$ cat src/hdl/assc_pkg.sv
// Shared types and constants for the alarm siren sweep controller.
`timescale 1ns / 1ps

package assc_pkg;

  localparam int unsigned DurW  = 16;
  localparam int unsigned ToneW = 12;
  localparam int unsigned RefW  = 8;
  localparam int unsigned PhW   = 2;
  localparam int unsigned CfgIdxW  = 2;
  localparam int unsigned CfgDataW = 16;

  localparam logic [PhW-1:0] PH_IDLE = 2'd0;
  localparam logic [PhW-1:0] PH_RISE = 2'd1;
  localparam logic [PhW-1:0] PH_FALL = 2'd2;

  localparam logic [CfgIdxW-1:0] REG_ALARM_DURATION = 2'd0;
  localparam logic [CfgIdxW-1:0] REG_SWEEP_LIMIT    = 2'd1;
  localparam logic [CfgIdxW-1:0] REG_STROBE_CUT     = 2'd2;
  localparam logic [CfgIdxW-1:0] REG_REFRESH_RELOAD = 2'd3;

  localparam logic [DurW-1:0]  RST_ALARM_DURATION = 16'd5000;
  localparam logic [ToneW-1:0] RST_SWEEP_LIMIT    = 12'd2000;
  localparam logic [ToneW-1:0] RST_STROBE_CUT     = 12'd1000;
  localparam logic [RefW-1:0]  RST_REFRESH_RELOAD = 8'd5;

  typedef struct packed {
    logic [DurW-1:0]  alarm_duration;
    logic [ToneW-1:0] sweep_limit;
    logic [ToneW-1:0] strobe_cut;
    logic [RefW-1:0]  refresh_reload;
  } cfg_t;

  typedef struct packed {
    logic [PhW-1:0]   phase;
    logic [ToneW-1:0] sweep_position;
    logic [DurW-1:0]  alarm_countdown;
    logic [RefW-1:0]  refresh_countdown;
    logic             strobe_level;
  } state_t;

  typedef struct packed {
    logic             zone_one_light;
    logic             zone_two_light;
    logic             strobe_on;
    logic             siren_stop;
    logic             tone_update;
    logic [ToneW-1:0] tone_value;
    logic [PhW-1:0]   siren_phase;
  } res_t;

endpackage

$ cat src/hdl/assc_step.sv
// Next-state and result logic for one millisecond tick.
`timescale 1ns / 1ps

module assc_step (
  input  assc_pkg::cfg_t   cfg,
  input  assc_pkg::state_t st,
  input  logic             motion_zone_one,
  input  logic             motion_zone_two,
  input  logic             silence_pressed,
  input  logic             system_armed,
  output assc_pkg::state_t st_nxt,
  output assc_pkg::res_t   res
);

  logic stop;
  logic update;
  logic go_idle;

  always_comb begin
    st_nxt  = st;
    stop    = 1'b0;
    update  = 1'b0;
    go_idle = (st.alarm_countdown == '0) || silence_pressed;
    if (system_armed) begin
      priority if (st.phase == assc_pkg::PH_RISE) begin
        if (go_idle) begin
          st_nxt.phase = assc_pkg::PH_IDLE;
        end else begin
          st_nxt.alarm_countdown = st.alarm_countdown - 1'b1;
        end
        if (st.sweep_position > cfg.strobe_cut) begin
          st_nxt.strobe_level = 1'b0;
        end
        if (st.sweep_position < cfg.sweep_limit) begin
          st_nxt.sweep_position = st.sweep_position + 1'b1;
        end else begin
          st_nxt.phase = assc_pkg::PH_FALL;
        end
      end else if (st.phase == assc_pkg::PH_FALL) begin
        if (go_idle) begin
          st_nxt.phase = assc_pkg::PH_IDLE;
        end else begin
          st_nxt.alarm_countdown = st.alarm_countdown - 1'b1;
        end
        if (st.sweep_position != '0) begin
          st_nxt.sweep_position = st.sweep_position - 1'b1;
        end else begin
          st_nxt.phase = assc_pkg::PH_RISE;
        end
      end else begin
        stop                = 1'b1;
        st_nxt.phase        = assc_pkg::PH_IDLE;
        st_nxt.strobe_level = 1'b0;
        if (motion_zone_one || motion_zone_two) begin
          st_nxt.strobe_level    = 1'b1;
          st_nxt.phase           = assc_pkg::PH_RISE;
          st_nxt.sweep_position  = '0;
          st_nxt.alarm_countdown = cfg.alarm_duration;
        end
      end
      if (st_nxt.phase != assc_pkg::PH_IDLE) begin
        if (st.refresh_countdown != '0) begin
          st_nxt.refresh_countdown = st.refresh_countdown - 1'b1;
        end else begin
          st_nxt.refresh_countdown = cfg.refresh_reload;
          update                   = 1'b1;
        end
      end
    end
  end

  always_comb begin
    res.zone_one_light = motion_zone_one;
    res.zone_two_light = motion_zone_two;
    res.strobe_on      = st_nxt.strobe_level;
    res.siren_stop     = stop;
    res.tone_update    = update;
    res.tone_value     = st_nxt.sweep_position;
    res.siren_phase    = st_nxt.phase;
  end

endmodule

$ cat src/hdl/alarm_siren_sweep_controller.sv
// Top level of the alarm siren sweep controller: state, config, output buffer.
`timescale 1ns / 1ps

//  channel | handshake         | payload
//  in      | in_valid/in_stall | motion zones, silence, armed
//  out     | out_valid/out_stall | lights, strobe, stop, tone, phase
//  cfg     | cfg_we            | cfg_index, cfg_wdata
// One tick per cycle while in_stall is low; each result is registered on transfer.
// The combinational next-state update of the siren state sets the rate.
// A two-entry output buffer (register plus skid) takes a tick while a result waits.
// in_stall rises only when both entries are full. Reset is synchronous, rst_n low.

module alarm_siren_sweep_controller (
  input  logic                            clk,
  input  logic                            rst_n,
  input  logic                            in_valid,
  output logic                            in_stall,
  input  logic                            in_motion_zone_one,
  input  logic                            in_motion_zone_two,
  input  logic                            in_silence_pressed,
  input  logic                            in_system_armed,
  output logic                            out_valid,
  input  logic                            out_stall,
  output logic                            out_zone_one_light,
  output logic                            out_zone_two_light,
  output logic                            out_strobe_on,
  output logic                            out_siren_stop,
  output logic                            out_tone_update,
  output logic [assc_pkg::ToneW-1:0]      out_tone_value,
  output logic [assc_pkg::PhW-1:0]        out_siren_phase,
  input  logic                            cfg_we,
  input  logic [assc_pkg::CfgIdxW-1:0]    cfg_index,
  input  logic [assc_pkg::CfgDataW-1:0]   cfg_wdata
);

  assc_pkg::cfg_t   cfg_r;
  assc_pkg::state_t st_r;
  assc_pkg::state_t st_nxt;
  assc_pkg::res_t   res;
  assc_pkg::res_t   out_r;
  assc_pkg::res_t   skid_r;
  logic             out_valid_r;
  logic             skid_valid_r;
  logic             in_xfer;
  logic             out_free;

  assign in_stall = skid_valid_r;
  assign in_xfer  = in_valid && !skid_valid_r;
  assign out_free = !out_valid_r || !out_stall;

  assc_step u_step (
    .cfg             (cfg_r),
    .st              (st_r),
    .motion_zone_one (in_motion_zone_one),
    .motion_zone_two (in_motion_zone_two),
    .silence_pressed (in_silence_pressed),
    .system_armed    (in_system_armed),
    .st_nxt          (st_nxt),
    .res             (res)
  );

  always_ff @(posedge clk) begin
    if (!rst_n) begin
      cfg_r.alarm_duration <= assc_pkg::RST_ALARM_DURATION;
      cfg_r.sweep_limit    <= assc_pkg::RST_SWEEP_LIMIT;
      cfg_r.strobe_cut     <= assc_pkg::RST_STROBE_CUT;
      cfg_r.refresh_reload <= assc_pkg::RST_REFRESH_RELOAD;
    end else if (cfg_we) begin
      unique case (cfg_index)
        assc_pkg::REG_ALARM_DURATION: cfg_r.alarm_duration <= cfg_wdata;
        assc_pkg::REG_SWEEP_LIMIT:    cfg_r.sweep_limit <= cfg_wdata[assc_pkg::ToneW-1:0];
        assc_pkg::REG_STROBE_CUT:     cfg_r.strobe_cut <= cfg_wdata[assc_pkg::ToneW-1:0];
        assc_pkg::REG_REFRESH_RELOAD: cfg_r.refresh_reload <= cfg_wdata[assc_pkg::RefW-1:0];
        default: ;
      endcase
    end
  end

  // advance siren state on each tick transfer
  always_ff @(posedge clk) begin
    if (!rst_n) begin
      st_r.phase             <= assc_pkg::PH_IDLE;
      st_r.sweep_position    <= '0;
      st_r.alarm_countdown   <= '0;
      st_r.refresh_countdown <= assc_pkg::RST_REFRESH_RELOAD;
      st_r.strobe_level      <= 1'b0;
    end else if (in_xfer) begin
      st_r <= st_nxt;
    end
  end

  always_ff @(posedge clk) begin
    if (!rst_n) begin
      out_valid_r  <= 1'b0;
      skid_valid_r <= 1'b0;
    end else if (out_free) begin
      out_valid_r  <= skid_valid_r || in_xfer;
      skid_valid_r <= 1'b0;
    end else if (in_xfer) begin
      skid_valid_r <= 1'b1;
    end
  end

  always_ff @(posedge clk) begin
    if (out_free) begin
      if (skid_valid_r) begin
        out_r <= skid_r;
      end else if (in_xfer) begin
        out_r <= res;
      end
    end else if (in_xfer) begin
      skid_r <= res;
    end
  end

  assign out_valid          = out_valid_r;
  assign out_zone_one_light = out_r.zone_one_light;
  assign out_zone_two_light = out_r.zone_two_light;
  assign out_strobe_on      = out_r.strobe_on;
  assign out_siren_stop     = out_r.siren_stop;
  assign out_tone_update    = out_r.tone_update;
  assign out_tone_value     = out_r.tone_value;
  assign out_siren_phase    = out_r.siren_phase;

  a_skid_implies_out: assert property (@(posedge clk) disable iff (!rst_n)
    skid_valid_r |-> out_valid_r)
    else $error("skid entry held without an output entry");

  a_phase_legal: assert property (@(posedge clk) disable iff (!rst_n)
    st_r.phase == assc_pkg::PH_IDLE || st_r.phase == assc_pkg::PH_RISE ||
    st_r.phase == assc_pkg::PH_FALL)
    else $error("siren phase register holds an unused code");

  a_update_sounding: assert property (@(posedge clk) disable iff (!rst_n)
    out_valid_r && out_r.tone_update |-> out_r.siren_phase != assc_pkg::PH_IDLE)
    else $error("tone update while idle");

  a_state_holds: assert property (@(posedge clk) disable iff (!rst_n)
    !in_xfer |=> $stable(st_r))
    else $error("siren state changed without a tick transfer");

endmodule

$ cat config.mk
export PLATFORM = sky130hd
export DESIGN_NAME = alarm_siren_sweep_controller
export DESIGN_NICKNAME = d
export VERILOG_FILES = /design/src/hdl/assc_pkg.sv /design/src/hdl/assc_step.sv /design/src/hdl/alarm_siren_sweep_controller.sv
export SDC_FILE = /design/constraint.sdc
export NUM_CORES = 1
export LEC_CHECK = 0
export BUFFER_PORTS_ARGS = -buffer_cell sky130_fd_sc_hd__buf_4
export CAP_MARGIN = 0
export CELL_PAD_IN_SITES_DETAIL_PLACEMENT = 0
export CELL_PAD_IN_SITES_GLOBAL_PLACEMENT = 1
export CORE_MARGIN = 1.5
export CORE_UTILIZATION = 39
export CTS_BUF_LIST = sky130_fd_sc_hd__clkbuf_16
export CTS_CLUSTER_SIZE = 10
export DETAILED_ROUTE_END_ITERATION = 10
export GPL_TIMING_DRIVEN = 0
export MAX_ROUTING_LAYER = met4
export PLACE_DENSITY = 0.77
export SLEW_MARGIN = 20
export SYNTH_ARGS = -nofsm -noshare
export SYNTH_HDL_FRONTEND = slang
export SYNTH_SLANG_ARGS = --single-unit
export TNS_END_PERCENT = 10
$ cat constraint.sdc
create_clock -name clk -period 3.6 [get_ports clk]
set_input_delay 0.72 -clock clk [delete_from_list [all_inputs] [get_ports clk]]
set_output_delay 0.72 -clock clk [all_outputs]
set_load 0.03 [all_outputs]
== After elaboration in Yosys (flattened, before gate mapping) ==
Index checks and enable logic that the tools add are counted.
Word-level totals
  flip-flop bits (word level): 127
  input bits: 27
  logic and storage cells: 87
Operators by class
  add/subtract/negate cells: 4
  reduce and logical (&&, ||, !) cells: 23
  bitwise logic cells: 2
  multiplexer cells: 25
  equal/unequal tests: 6
  $lt $le $gt $ge: 2
Operators by type and width (count)
  $mux W30: 3
  $mux W39: 1
  $mux W19: 2
  $mux W29: 1
  $mux W12: 2
  $logic_not A16 Y1: 1
  $mux W16: 1
  $mux W8: 2
  $sub A16 B1 Y16 const B: 1
  $add A12 B1 Y12 const B: 1
  $gt A12 B12 Y1: 1
  $lt A12 B12 Y1: 1
  $reduce_and A2 Y1: 6
  $reduce_bool A12 Y1: 1
  $sub A12 B1 Y12 const B: 1
  $mux W1: 10
  $reduce_bool A8 Y1: 1
  $sub A8 B1 Y8 const B: 1
  $eq A2 B2 Y1 const B: 3
  $mux W2: 3
  $reduce_and A3 Y1: 2
  $eq A2 B1 Y1 const B: 2
  $logic_or A1 B1 Y1: 4
  $ne A4 B1 Y1 const B: 1
  6 further kinds: 10

== Logic depth before layout (Yosys ltp) ==
Gate-level depths: netlist of run 1.
  depth after elaboration: 12
  gate-level depth with buffers: 10
  gate-level depth less buffers: 9

== Cells and area by module ==
A second synthesis of run 1 with hierarchy kept.
Second synthesis, totals
  cells, all modules: 831
  area, all modules: 7289.5 µm²
By module, submodules not included
  alarm_siren_sweep_controller: cells each 413, times used 1, area each 4590.7 µm²
  assc_step: cells each 418, times used 1, area each 2698.8 µm²

== Least setup slack after synthesis of run 1 ==
OpenSTA, ideal clock, no wires.
  kind: register -> register
  from: register st_r[25] (netlist name)
  to: register out_r, in the netlist out_tone_value[10], data pin
  data arrival time: 2307 ps
  path slack: 1033 ps
  data required time: 3340 ps
  path buffers: 1
  stages on the path, launching flop included: 10
  library setup time: 260 ps
  path through: dfxtp_1 inv_1 ha_1 or3b_4 o41ai_4 buf_2 o311a_1 a21oi_1 o21a_1 mux2_2
RTL lines
  start: declaration: line alarm_siren_sweep_controller.sv:37  | assc_pkg::state_t st_r;
  start signal: assignment: line alarm_siren_sweep_controller.sv:88  | st_r <= st_nxt;
  end signal: assignment: line alarm_siren_sweep_controller.sv:107  | out_r <= skid_r;
  end signal: assignment: line alarm_siren_sweep_controller.sv:109  | out_r <= res;
  end: declaration: line alarm_siren_sweep_controller.sv:40  | assc_pkg::res_t out_r;

== Worst setup path after layout of run 1 ==
  from: input port in_system_armed
  to: register st_r[4] (netlist name)
Between the ends
  word-level cells in the longest chain between the ends: 1
RTL lines
  start: declaration: line alarm_siren_sweep_controller.sv:21  | input logic in_system_armed,
  $reduce_and A3 Y1 (no line)
Every way passes these cells.
A chain may end at the register's enable or synchronous reset.

==> results of run 1 <==
[cell usage after synthesis, types with 8 or more instances]
master / number / area, um2
a21o_1: 9 / 67.6
a21oi_1: 87 / 435
and2_1: 8 / 50.1
clkbuf_1: 42 / 158
dfxtp_1: 89 / 1780
edfxtp_1: 38 / 1140
ha_1: 30 / 375
inv_1: 38 / 143
mux2_2: 11 / 124
nand2_1: 155 / 582
nand3_1: 29 / 145
nor2_1: 49 / 184
nor3_1: 26 / 130
nor4_1: 8 / 50.1
o211ai_1: 16 / 120
o21ai_0: 45 / 225
or3_1: 8 / 50.1
[kinds of logic (layout without fill, tap and decap cells)]
group                    count (synthesis)  after routing  share of synthesized area [%]
AND/OR/NAND/NOR                        325            325                           22.0
AO/OA/AOI/OAI                          244            244                           22.9
flip-flops                             127            127                           42.2
buffers and inverters                   90            166                           5.22
adder cells (fa/ha/maj)                 30             30                           5.42
multiplexers                            14             14                           2.22
XOR/XNOR                                 1              1                          0.126
[per-layer routing]
| layer | share of wire [%] | up-vias |
|---|---|---|
| li1 | - | 3159 |
| met1 | 47 | 2955 |
| met3 | 5.6 | 34 |
| met5 | 0 | - |
| met4 | 2.4 | 0 |
| met2 | 45 | 222 |
[area by class of cell]
| type | count | area (um2) |
|---|---|---|
| buffer | 51 | 215 |
| fill | 1751 | 9260 |
| inverter | 39 | 146 |
| clock buffer | 18 | 450 |
| clock inverter | 13 | 82.6 |
| tap | 225 | 282 |
| sequential | 127 | 2920 |
| multi-input combinational | 614 | 3650 |
| timing repair buffer | 45 | 345 |
[sequential cells by signal, indices dropped and copies added, names as in the netlist, 2 cells and up]
name / count
cfg_r: 48
st_r: 39
skid_r: 19
out_tone_value: 12
out_siren_phase: 2
[critical path: cells and delay by family]
family | cells | cell delay, ns
AOI/OAI and AO/OA | 1 | 0.25
and+or+nand+nor | 3 | 1.60
buffers and inverters | 3 | 0.86
[path summary, 6_finish.rpt]
| path | end | cells after the start |
|---|---|---|
| worst min-delay path | cfg_r[18] | 2 |
| worst max-delay path | st_r[4] | 7 |
| worst min register to register | cfg_r[18] | 2 |
| worst max register to register | st_r[4] | 8 |
[power breakdown]
group          internal, W  switching [W]
Combinational     0.000186       0.000361
Sequential         0.00154      0.0000350
Clock             0.000960       0.000621
[stage by stage]
stage	instances	instance area [um2]	hold WS [ns]	worst slack, ns	util (%)
after CTS	1132	8090	0.455	0.538	46.6
after floorplan	831	6930	0.432	1.03	-
final	1132	8090	0.454	0.503	46.6
after global placement	1099	7530	0.444	0.0940	43.4
after detailed placement	1101	7560	0.447	0.0754	43.6
after global routing	1132	8090	0.475	0.299	46.6
==> results.ini, run 1 <==
[worst_setup_path]
criticalPathCategory = input pin to flip-flop
slowest_delay_ns = 0.75
arrival_ns = 3.44
r2r_start = in_stall
crit_start = in_system_armed
crit_chain = clkbuf_1 > inv_1 > nor2_1 > nand2_1 > or2_1 > buf_4 > o32ai_1
crit_fanout = 10
r2r_slack_ns = 0.51
slowest_stage = nor2_1
cp-end-kind = flip-flop
start_kind = input pin
cp_data_required_time_ns = 3.94

[clocking]
htree_levels = 4
cts_sinks = 127
clk_latency_ns = 0.43
cts_root_buffer = clkbuf_16
clk_path_buf_depth = 2
cts_tree = yes
cts_hold_buf = 0
clk_pin_slew_worst_paths_ns = 0.06
cts_resized = 0
numCtsBuffers = 17
cts_setup_buffers = 0

[finish]
finalNetCount = 952
syn2layout_area_growth_pct = 16.8
layout_commonest_cell = nand2_1
layout_common_cells = nand2_1 (155), dfxtp_1 (89), a21oi_1 (86), nor2_1 (48), o21ai_0 (45)
diodes = 0
drive_gt1_share_pct = 12.1

[synth]
ys_ff_latch = 127
synth_edf_count = 38
ys.warnings.count = 0
async_reset_ff_share_pct = 0
synth.distinct_cells = 78
syn_inst = 831
syn_avg_cell_area_um2 = 8.34
ys_seq_area_share_pct = 42.2
syn-num-nets = 888
syn-cell-area_um2 = 6930
synth-main-ff-cell = dfxtp_1

[floorplanning]
die_area_um2 = 18600
num_io_pins = 48
row_count = 48
core_region_area_um2 = 17400
fp.dieW_um = 136
die_h_um = 136
initial_core_util_pct = 39.9

[run]
cap_viol_max_count = 0

[detailed_routing]
wl_per_cell_um = 17.9
final_antenna_net_count = 0
drtPass1Iterations = 5
vias = 6370
vias_per_cell = 5.63
routed_wl_um = 20300
drtIter0Drc = 513
drc = 0

[timing]
tns_ns = 0
fin_crit_sh_pct = 86.0
drv_slew = 0
fmax_mhz = 323
tightest_slew_ns = 0.927
final-setup-viol-count = 0
finClkSkew_ns = 0.0141
hold_violations = 0
slew_headroom_pct = 38.2
period_minus_slack_ns = 3.10
rsz0062_at_grt = false

[global_routing]
use_met2_pct = 35.7
grt_max_degree = 17
antenna_found_initial = 0
grt.overflow.total = 0
grt_usage_pct = 23.6
grt_pass1_wl_um = 32400
gr-usage-met1_pct = 31.9
grt_pass1_vias = 5918
grt.busiest_layer = met2
use_met3_pct = 4.18

[placed_design]
hpwlAfterDp_um = 15000
numPortBuffers = 43
place_congestion = 0.913

[pwr]
p_total_w = 0.00370
ir_drop_v = 0.000420
leakage_nw = 3.14
powerDensity_nw_per_um2 = 457

[run_status]
status = finished clean

[min_path]
min_from = cfg_r[18]
min_path_type = flip-flop to flip-flop

No activity file was read; power rests on OpenSTA's default activity.
==> run 2, diff against run 1 <==
--- a/config.mk
+++ b/config.mk
@@ -16,9 +16,10 @@
 export DETAILED_ROUTE_END_ITERATION = 10
 export GPL_TIMING_DRIVEN = 0
 export MAX_ROUTING_LAYER = met4
-export PLACE_DENSITY = 0.77
+export PLACE_DENSITY = 0.76
 export SLEW_MARGIN = 20
 export SYNTH_ARGS = -nofsm -noshare
 export SYNTH_HDL_FRONTEND = slang
+export SYNTH_HIERARCHICAL = 1
 export SYNTH_SLANG_ARGS = --single-unit
 export TNS_END_PERCENT = 10
==> run 2 against run 1 <==
Effect of this change: the flow now finishes with violations (DRC); clock-buffer cell count fell by 1; clock skew is 0.0065 ns lower; fmax fell by 8.9%; routed wire length grew 2.5%; critical path type is now flip-flop to flip-flop; synthesized cell count unchanged; critical path depth grew 3; highest routed layer unchanged; power rose by 3.5%; sequential cell count is the same; combinational power down 1%; worst setup slack got worse by 0.30 ns; non-clock buffer count up 17; global-route usage fell by 1.2 points.
==> results.ini, run 2 <==
[finish]
multiInputGateArea_um2 = 3830  ; +4.9%
largestRegisters = cfg_r (48), st_r (39), skid_r (19)
register_area_um2 = 2920  ; unchanged
largest_register_ffs = 48  ; unchanged
finalNetCount = 953  ; +0.11%
drive_gt1_share_pct = 18.4  ; +6.2 points
diodes = 0  ; unchanged
syn2layout_area_growth_pct = 16.9  ; about the same
layout_common_cells = nand2_1 (140), dfxtp_1 (89), buf_4 (69), nand3_1 (49), a21oi_1 (47)
layout_commonest_cell = nand2_1
fin_util_pct = 47.0  ; +0.33 points
top_register = cfg_r
fillers = 1781  ; +1.7%

[timing]
drv_slew = 0  ; unchanged
rsz0062_at_grt = false
tightest_slew_ns = 0.889  ; -0.0381 ns
fin_crit_sh_pct = 94.4  ; +8.4 points
period_minus_slack_ns = 3.40  ; +0.303 ns
hold_violations = 0  ; unchanged
slew_headroom_pct = 40.7  ; +2.5 points
tns_ns = 0  ; unchanged
finClkSkew_ns = 0.00756  ; -0.00654 ns
final-setup-viol-count = 0  ; unchanged
fmax_mhz = 294  ; -8.9%

[global_routing]
grt.overflow.total = 0  ; unchanged
antenna_found_initial = 0  ; unchanged
grt_usage_pct = 22.5  ; -1.2 points
grt_pass1_wl_um = 32900  ; +1.7%
grt_max_degree = 20  ; +3
grt_pass1_vias = 5867  ; -0.86%

[worst_setup_path]
crit_fanout = 10  ; unchanged
arrival_ns = 3.57  ; +0.13 ns
cp_data_required_time_ns = 3.77  ; -0.17 ns
crit_chain = ha_1 > a21oi_1 > a21boi_0 > a211oi_4 > o22ai_2 > or2_0 > buf_2 > and2_1 > buf_4 > mux2_2
r2r_start = st_r[35]
start_kind = flip-flop
slowest_delay_ns = 0.61  ; -0.14 ns
slowest_stage = dfxtp_1
criticalPathCategory = flip-flop to flip-flop
worstReg2RegEnd = out_tone_update
cp-end-kind = flip-flop
crit_family = compound AO/OA/AOI/OAI gates
path_buf_inv = 2  ; -1
reg2regPathDepth = 10  ; +2
r2r_slack_ns = 0.20  ; -0.31 ns

[detailed_routing]
drtIter0Drc = 567  ; +11%
vias_per_cell = 5.57  ; -0.96%
vias = 6348  ; -0.35%
drtPass1Iterations = 10  ; +5
routed_wl_um = 20800  ; +2.5%
drc = 5  ; +5
final_antenna_net_count = 0  ; unchanged
wl_per_cell_um = 18.3  ; +1.8%

[synth]
synth.distinct_cells = 71  ; -9.0%
syn-num-nets = 887  ; -0.11%
synth_area_leader_cell = dfxtp_1
ys.warnings.count = 6  ; +6
syn_avg_cell_area_um2 = 8.77  ; +5.2%
synth_most_common_cell = nand2_1
synth-main-ff-cell = dfxtp_1
ys_seq_area_share_pct = 40.1  ; -2.1 points
ys_top_cells_by_count = nand2_1 (140), dfxtp_1 (89), nand3_1 (49)
syn_inst = 831  ; unchanged
synth_edf_count = 38  ; unchanged
syn-cell-area_um2 = 7290  ; +5.2%
ys_ff_latch = 127  ; unchanged
yosysTopAreaCellShare_pct = 24.4  ; -1.3 points
synth_area_leaders = dfxtp_1 (24%), edfxtp_1 (16%), nand2_1 (7.2%), ha_1 (5.0%), a21boi_0 (4.2%)
async_reset_ff_share_pct = 0  ; unchanged

[floorplanning]
initial_core_util_pct = 40.2  ; +0.25 points
fp.dieW_um = 140  ; +2.5%
row_count = 49  ; +2.1%
die_area_um2 = 19500  ; +5.1%
num_io_pins = 48  ; unchanged
core_region_area_um2 = 18100  ; +4.6%
die_h_um = 140  ; +2.5%

[clocking]
clk_pin_slew_worst_paths_ns = 0.06  ; about the same
cts_sinks = 127  ; unchanged
htree_levels = 4  ; unchanged
clk_latency_ns = 0.42  ; about the same
numCtsBuffers = 17  ; unchanged
clk_path_buf_depth = 2  ; unchanged
cts_hold_buf = 0  ; unchanged
cts_tree = yes
cts_resized = 0  ; unchanged
cts_setup_buffers = 0  ; unchanged
cts_root_buffer = clkbuf_16

[pwr]
leakage_nw = 3.51  ; +12%
powerDensity_nw_per_um2 = 450  ; -1.7%
ir_drop_v = 0.000350  ; -17%

[run_status]
violations = DRC
status = finished, violations left

[min_path]
hold_depth = 2  ; unchanged
min_path_type = flip-flop to flip-flop
min_from = cfg_r[1]
holdPathEnd = cfg_r[1]

[placed_design]
place_congestion = 0.877  ; -3.9%
numPortBuffers = 46  ; +7.0%
hpwlAfterDp_um = 15000  ; +0.53%

[run]
cap_viol_max_count = 0  ; unchanged

==> run 2: cell types whose count changed after synthesis, sizes merged, moves of 8 or more <==
cell    change
nand2      -15
nor2       -16
mux2i      +20
nor3       -10
o22ai       +8
o211ai      -9
mux2       +12
nand3      +21
clkbuf     -18
a21boi     +40
o21ai      +11
a21oi      -39
buf        +33
==> run 2: cells by family after synthesis <==
kind of cell / share of synthesized area (%)
flops: 40.1
mux: 6.71
simple gates: 19.4
compound gates: 21.2
fa+ha+maj: 4.98
buf+inv: 7.55
==> run 2: worst max path at each step <==
stage / from / to / slack [ns] / cells after the start
after detailed placement: st_r[35] / out_tone_update / 0.21 / 10
after CTS: st_r[35] / out_tone_update / 0.20 / 10
after floorplan: st_r[35] / out_tone_update / 0.88 / 10
after global routing: st_r[35] / out_tone_update / 0.02 / 10
after global placement: st_r[35] / out_tone_update / 0.18 / 10
final: st_r[35] / out_tone_update / 0.20 / 10
==> run 2: layout make-up <==
| type | count | share of cell area [%] |
|---|---|---|
| inverter | 44 | 1.94 |
| sequential | 127 | 34.3 |
| tap | 229 | 3.36 |
| multi-input combinational | 594 | 44.9 |
| clock buffer | 17 | 4.99 |
| buffer | 66 | 4.52 |
| clock inverter | 15 | 1.79 |
| timing repair buffer | 47 | 4.18 |
==> run 2: per-layer routing <==
layer	up-vias	share of wire (%)	GRT usage [%]
li1	3109	-	-
met1	3017	47	30.0
met2	198	45	34.3
met3	24	5.8	5.23
met4	0	1.6	5.82
met5	-	0	-
==> run 2: power breakdown <==
part / switching (W) / internal (W) / total (W)
sequential: 0.0000505 / 0.00154 / 0.00159
combinational: 0.000336 / 0.000204 / 0.000539
clock: 0.000635 / 0.00107 / 0.00171
total: 0.00102 / 0.00281 / 0.00383
==> run 2: through the flow <==
| step | power, W | worst slack (ns) | cells | hold WS [ns] | instance area [um2] |
|---|---|---|---|---|---|
| after floorplan | 0.00197 | 0.885 | 831 | 0.436 | 7290 |
| after global placement | 0.00214 | 0.177 | 1106 | 0.452 | 7920 |
| after detailed placement | 0.00215 | 0.207 | 1107 | 0.460 | 7940 |
| after CTS | 0.00386 | 0.198 | 1139 | 0.469 | 8520 |
| after global routing | 0.00398 | 0.0198 | 1139 | 0.495 | 8520 |
| final | 0.00383 | 0.200 | 1139 | 0.470 | 8520 |
==> run 2: worst min-delay path: cells and delay by family (launching register included) <==
family / cells / cell delay (ns)
flip-flops: 1 / 0.32
AND/OR/NAND/NOR: 1 / 0.06
AO/OA/AOI/OAI: 1 / 0.06
==> run 3, diff against run 2 <==
--- a/config.mk
+++ b/config.mk
@@ -7,16 +7,16 @@
 export LEC_CHECK = 0
 export BUFFER_PORTS_ARGS = -buffer_cell sky130_fd_sc_hd__buf_4
 export CAP_MARGIN = 0
-export CELL_PAD_IN_SITES_DETAIL_PLACEMENT = 0
-export CELL_PAD_IN_SITES_GLOBAL_PLACEMENT = 1
+export CELL_PAD_IN_SITES_DETAIL_PLACEMENT = 2
+export CELL_PAD_IN_SITES_GLOBAL_PLACEMENT = 2
 export CORE_MARGIN = 1.5
-export CORE_UTILIZATION = 39
+export CORE_UTILIZATION = 38
 export CTS_BUF_LIST = sky130_fd_sc_hd__clkbuf_16
 export CTS_CLUSTER_SIZE = 10
 export DETAILED_ROUTE_END_ITERATION = 10
 export GPL_TIMING_DRIVEN = 0
 export MAX_ROUTING_LAYER = met4
-export PLACE_DENSITY = 0.76
+export PLACE_DENSITY = 0.87
 export SLEW_MARGIN = 20
 export SYNTH_ARGS = -nofsm -noshare
 export SYNTH_HDL_FRONTEND = slang
==> run 3 against run 2 <==
Effect of this change: core utilization fell by 1.3 points; sequential share of layout area fell by 0.17 points; power rose by 4.1%; the run now ends clean; register-to-register slack got worse by 0.09 ns; final area rose by 0.54%; largest power group unchanged.
==> results.ini, run 3 (same netlist as run 2, synthesis figures left out) <==
[finish]
drive_gt1_share_pct = 18.2  ; -0.13 points
layout_commonest_cell = nand2_1
diodes = 0  ; unchanged
largest_register_ffs = 48  ; unchanged
finalNetCount = 954  ; +0.10%
syn2layout_area_growth_pct = 17.6
fillers = 2012  ; +13%
largestRegisters = cfg_r (48), st_r (39), skid_r (19)
layout_common_cells = nand2_1 (140), dfxtp_1 (88), buf_4 (69), nand3_1 (49), inv_1 (48)
top_register = cfg_r

[worst_setup_path]
crit_fanout = 10  ; unchanged
crit_chain = ha_1 > nand4_1 > a211oi_1 > a211oi_4 > o22ai_2 > or2_0 > buf_2 > and2_1 > buf_4 > mux2_2
path_buf_inv = 2  ; unchanged
start_kind = flip-flop
slowest_delay_ns = 0.68  ; +0.07 ns
crit_family = compound AO/OA/AOI/OAI gates
criticalPathCategory = flip-flop to flip-flop
arrival_ns = 3.67  ; +0.10 ns
cp-end-kind = flip-flop
cp_data_required_time_ns = 3.78  ; about the same
slowest_stage = dfxtp_1

[global_routing]
antenna_found_initial = 1  ; +1
grt_usage_pct = 29.2  ; +6.7 points
grt.overflow.total = 0  ; unchanged
grt_max_degree = 17  ; -15%
grt_pass1_wl_um = 42300  ; +29%
grt_pass1_vias = 7344  ; +25%

[clocking]
cts_root_buffer = clkbuf_16
htree_levels = 4  ; unchanged
cts_sinks = 127  ; unchanged
clk_pin_slew_worst_paths_ns = 0.06  ; about the same
cts_tree = yes
clk_path_buf_depth = 2  ; unchanged
numCtsBuffers = 17  ; unchanged
clk_latency_ns = 0.44  ; +0.02 ns
cts_setup_buffers = 0  ; unchanged

[pwr]
powerDensity_nw_per_um2 = 466  ; +3.6%
switching_power_w = 0.00110  ; +8.2%
leakage_nw = 3.52  ; +0.49%
p_int_w = 0.00288  ; +2.6%
ir_drop_v = 0.000369  ; +5.2%
sw_frac_of_total_pct = 27.7  ; +1.0 points
p_comb_share_pct = 14.5  ; +0.4 points
seqPwrFrac_pct = 39.9  ; -1.5 points
p_total_w = 0.00399  ; +4.1%
power.share.clock_pct = 45.6  ; +1.1 points

[placed_design]
hpwlAfterDp_um = 19000  ; +26%
place_congestion = 0.894  ; +2.0%
numPortBuffers = 46  ; unchanged

[timing]
drv_slew = 0  ; unchanged
tightest_slew_ns = 0.833  ; -0.0566 ns
finClkSkew_ns = 0.00992  ; +0.00236 ns
final-setup-viol-count = 0  ; unchanged
fin_crit_sh_pct = 97.1  ; +2.6 points
fmax_mhz = 286  ; -2.7%
rsz0062_at_grt = false
hold_violations = 0  ; unchanged
slew_headroom_pct = 44.5  ; +3.8 points
period_minus_slack_ns = 3.49  ; +0.0937 ns
tns_ns = 0  ; unchanged

[min_path]
min_path_type = flip-flop to flip-flop

[detailed_routing]
drtIter0Drc = 400  ; -29%
vias = 6757  ; +6.4%
drc = 0  ; -5
vias_per_cell = 5.90  ; +5.9%
final_antenna_net_count = 0  ; unchanged
routed_wl_um = 27400  ; +32%
wl_per_cell_um = 23.9  ; +31%
drtPass1Iterations = 4  ; -6

[floorplanning]
die_area_um2 = 20000  ; +2.6%
fp.dieW_um = 142  ; +1.3%
core_region_area_um2 = 18800  ; +3.4%
initial_core_util_pct = 38.8  ; -1.3 points
num_io_pins = 48  ; unchanged
die_h_um = 142  ; +1.3%
row_count = 50  ; +2.0%

[run]
cap_viol_max_count = 0  ; unchanged

[run_status]
status = finished clean

## run 3: cell count changes in the layout (fill, tap and decap cells not counted)
cell / before / now
buf_6: 4 / 5
bufinv_16: 3 / 4
clkinv_2: 6 / 2
clkinvlp_4: 2 / 3
dfxtp_1: 89 / 88
dfxtp_2: 0 / 1
inv_1: 45 / 48
inv_2: 1 / 0
inv_4: 1 / 0
inv_6: 0 / 1
## run 3: through the flow
step	instance area [um2]	std cells	util, %	setup slack [ns]	hold slack, ns
2_1_floorplan	7290	831	-	0.885	0.436
3_3_place_gp	7930	1111	42.2	0.140	0.452
3_5_place_dp	7960	1113	42.4	0.0952	0.470
4_1_cts	8560	1145	45.6	0.0881	0.483
5_1_grt	8570	1145	45.7	0.0270	0.507
6_report	8570	1145	45.7	0.106	0.477
## run 3: power groups by stage
stage | Sequential, W | Clock (W) | Combinational (W)
finish | 0.00159 | 0.00182 | 0.000578
global route | 0.00160 | 0.00190 | 0.000622
global placement | 0.00162 | 0 | 0.000534
detailed placement | 0.00162 | 0 | 0.000560
CTS | 0.00159 | 0.00185 | 0.000574
floorplan | 0.00164 | 0 | 0.000332
## run 3: final timing paths
kind / from / endpoint / slack, ns / cells after the start
max: st_r[34] / out_tone_update / 0.11 / 10
min: cfg_r[5] / cfg_r[5] / 0.48 / 2
max reg2reg: st_r[34] / out_tone_update / 0.11 / 10
min reg2reg: cfg_r[5] / cfg_r[5] / 0.48 / 2
## run 3: area by class of cell
type                       instances  area, um2  area share (%)
buffer                            66        385            4.50
clock buffer                      17        425            4.96
clock inverter                    15        180            2.10
inverter                          44        165            1.93
multi-input combinational        594       3830            44.7
sequential                       127       2920            34.1
tap                              234        293            3.42
timing repair buffer              48        368            4.29
## run 3: repair_timing
action                                 in CTS  in global routing
setup endpoints to repair                   1                  1
hold buffers                                0                  0
endpoints found under the hold margin       0                  0
gates resized for setup                     1                  1
## run 3: worst register-to-register path: cells and delay by family (launching register included)
kind | cells | cell delay, ns
adder cells (fa/ha/maj) | 1 | 0.37
multiplexers | 1 | 0.26
AND/OR/NAND/NOR | 3 | 0.63
flip-flops | 1 | 0.68
buffers and inverters | 2 | 0.33
AO/OA/AOI/OAI | 3 | 0.96
## run 3: per-layer routing
| metal | vias to the layer above | global-route usage (%) | wire (um) |
|---|---|---|---|
| met5 | - | - | 0 |
| met4 | 0 | 12.5 | 935 |
| met3 | 60 | 4.12 | 1230 |
| met2 | 174 | 50.5 | 13700 |
| met1 | 3413 | 34.0 | 11600 |
| li1 | 3110 | - | - |
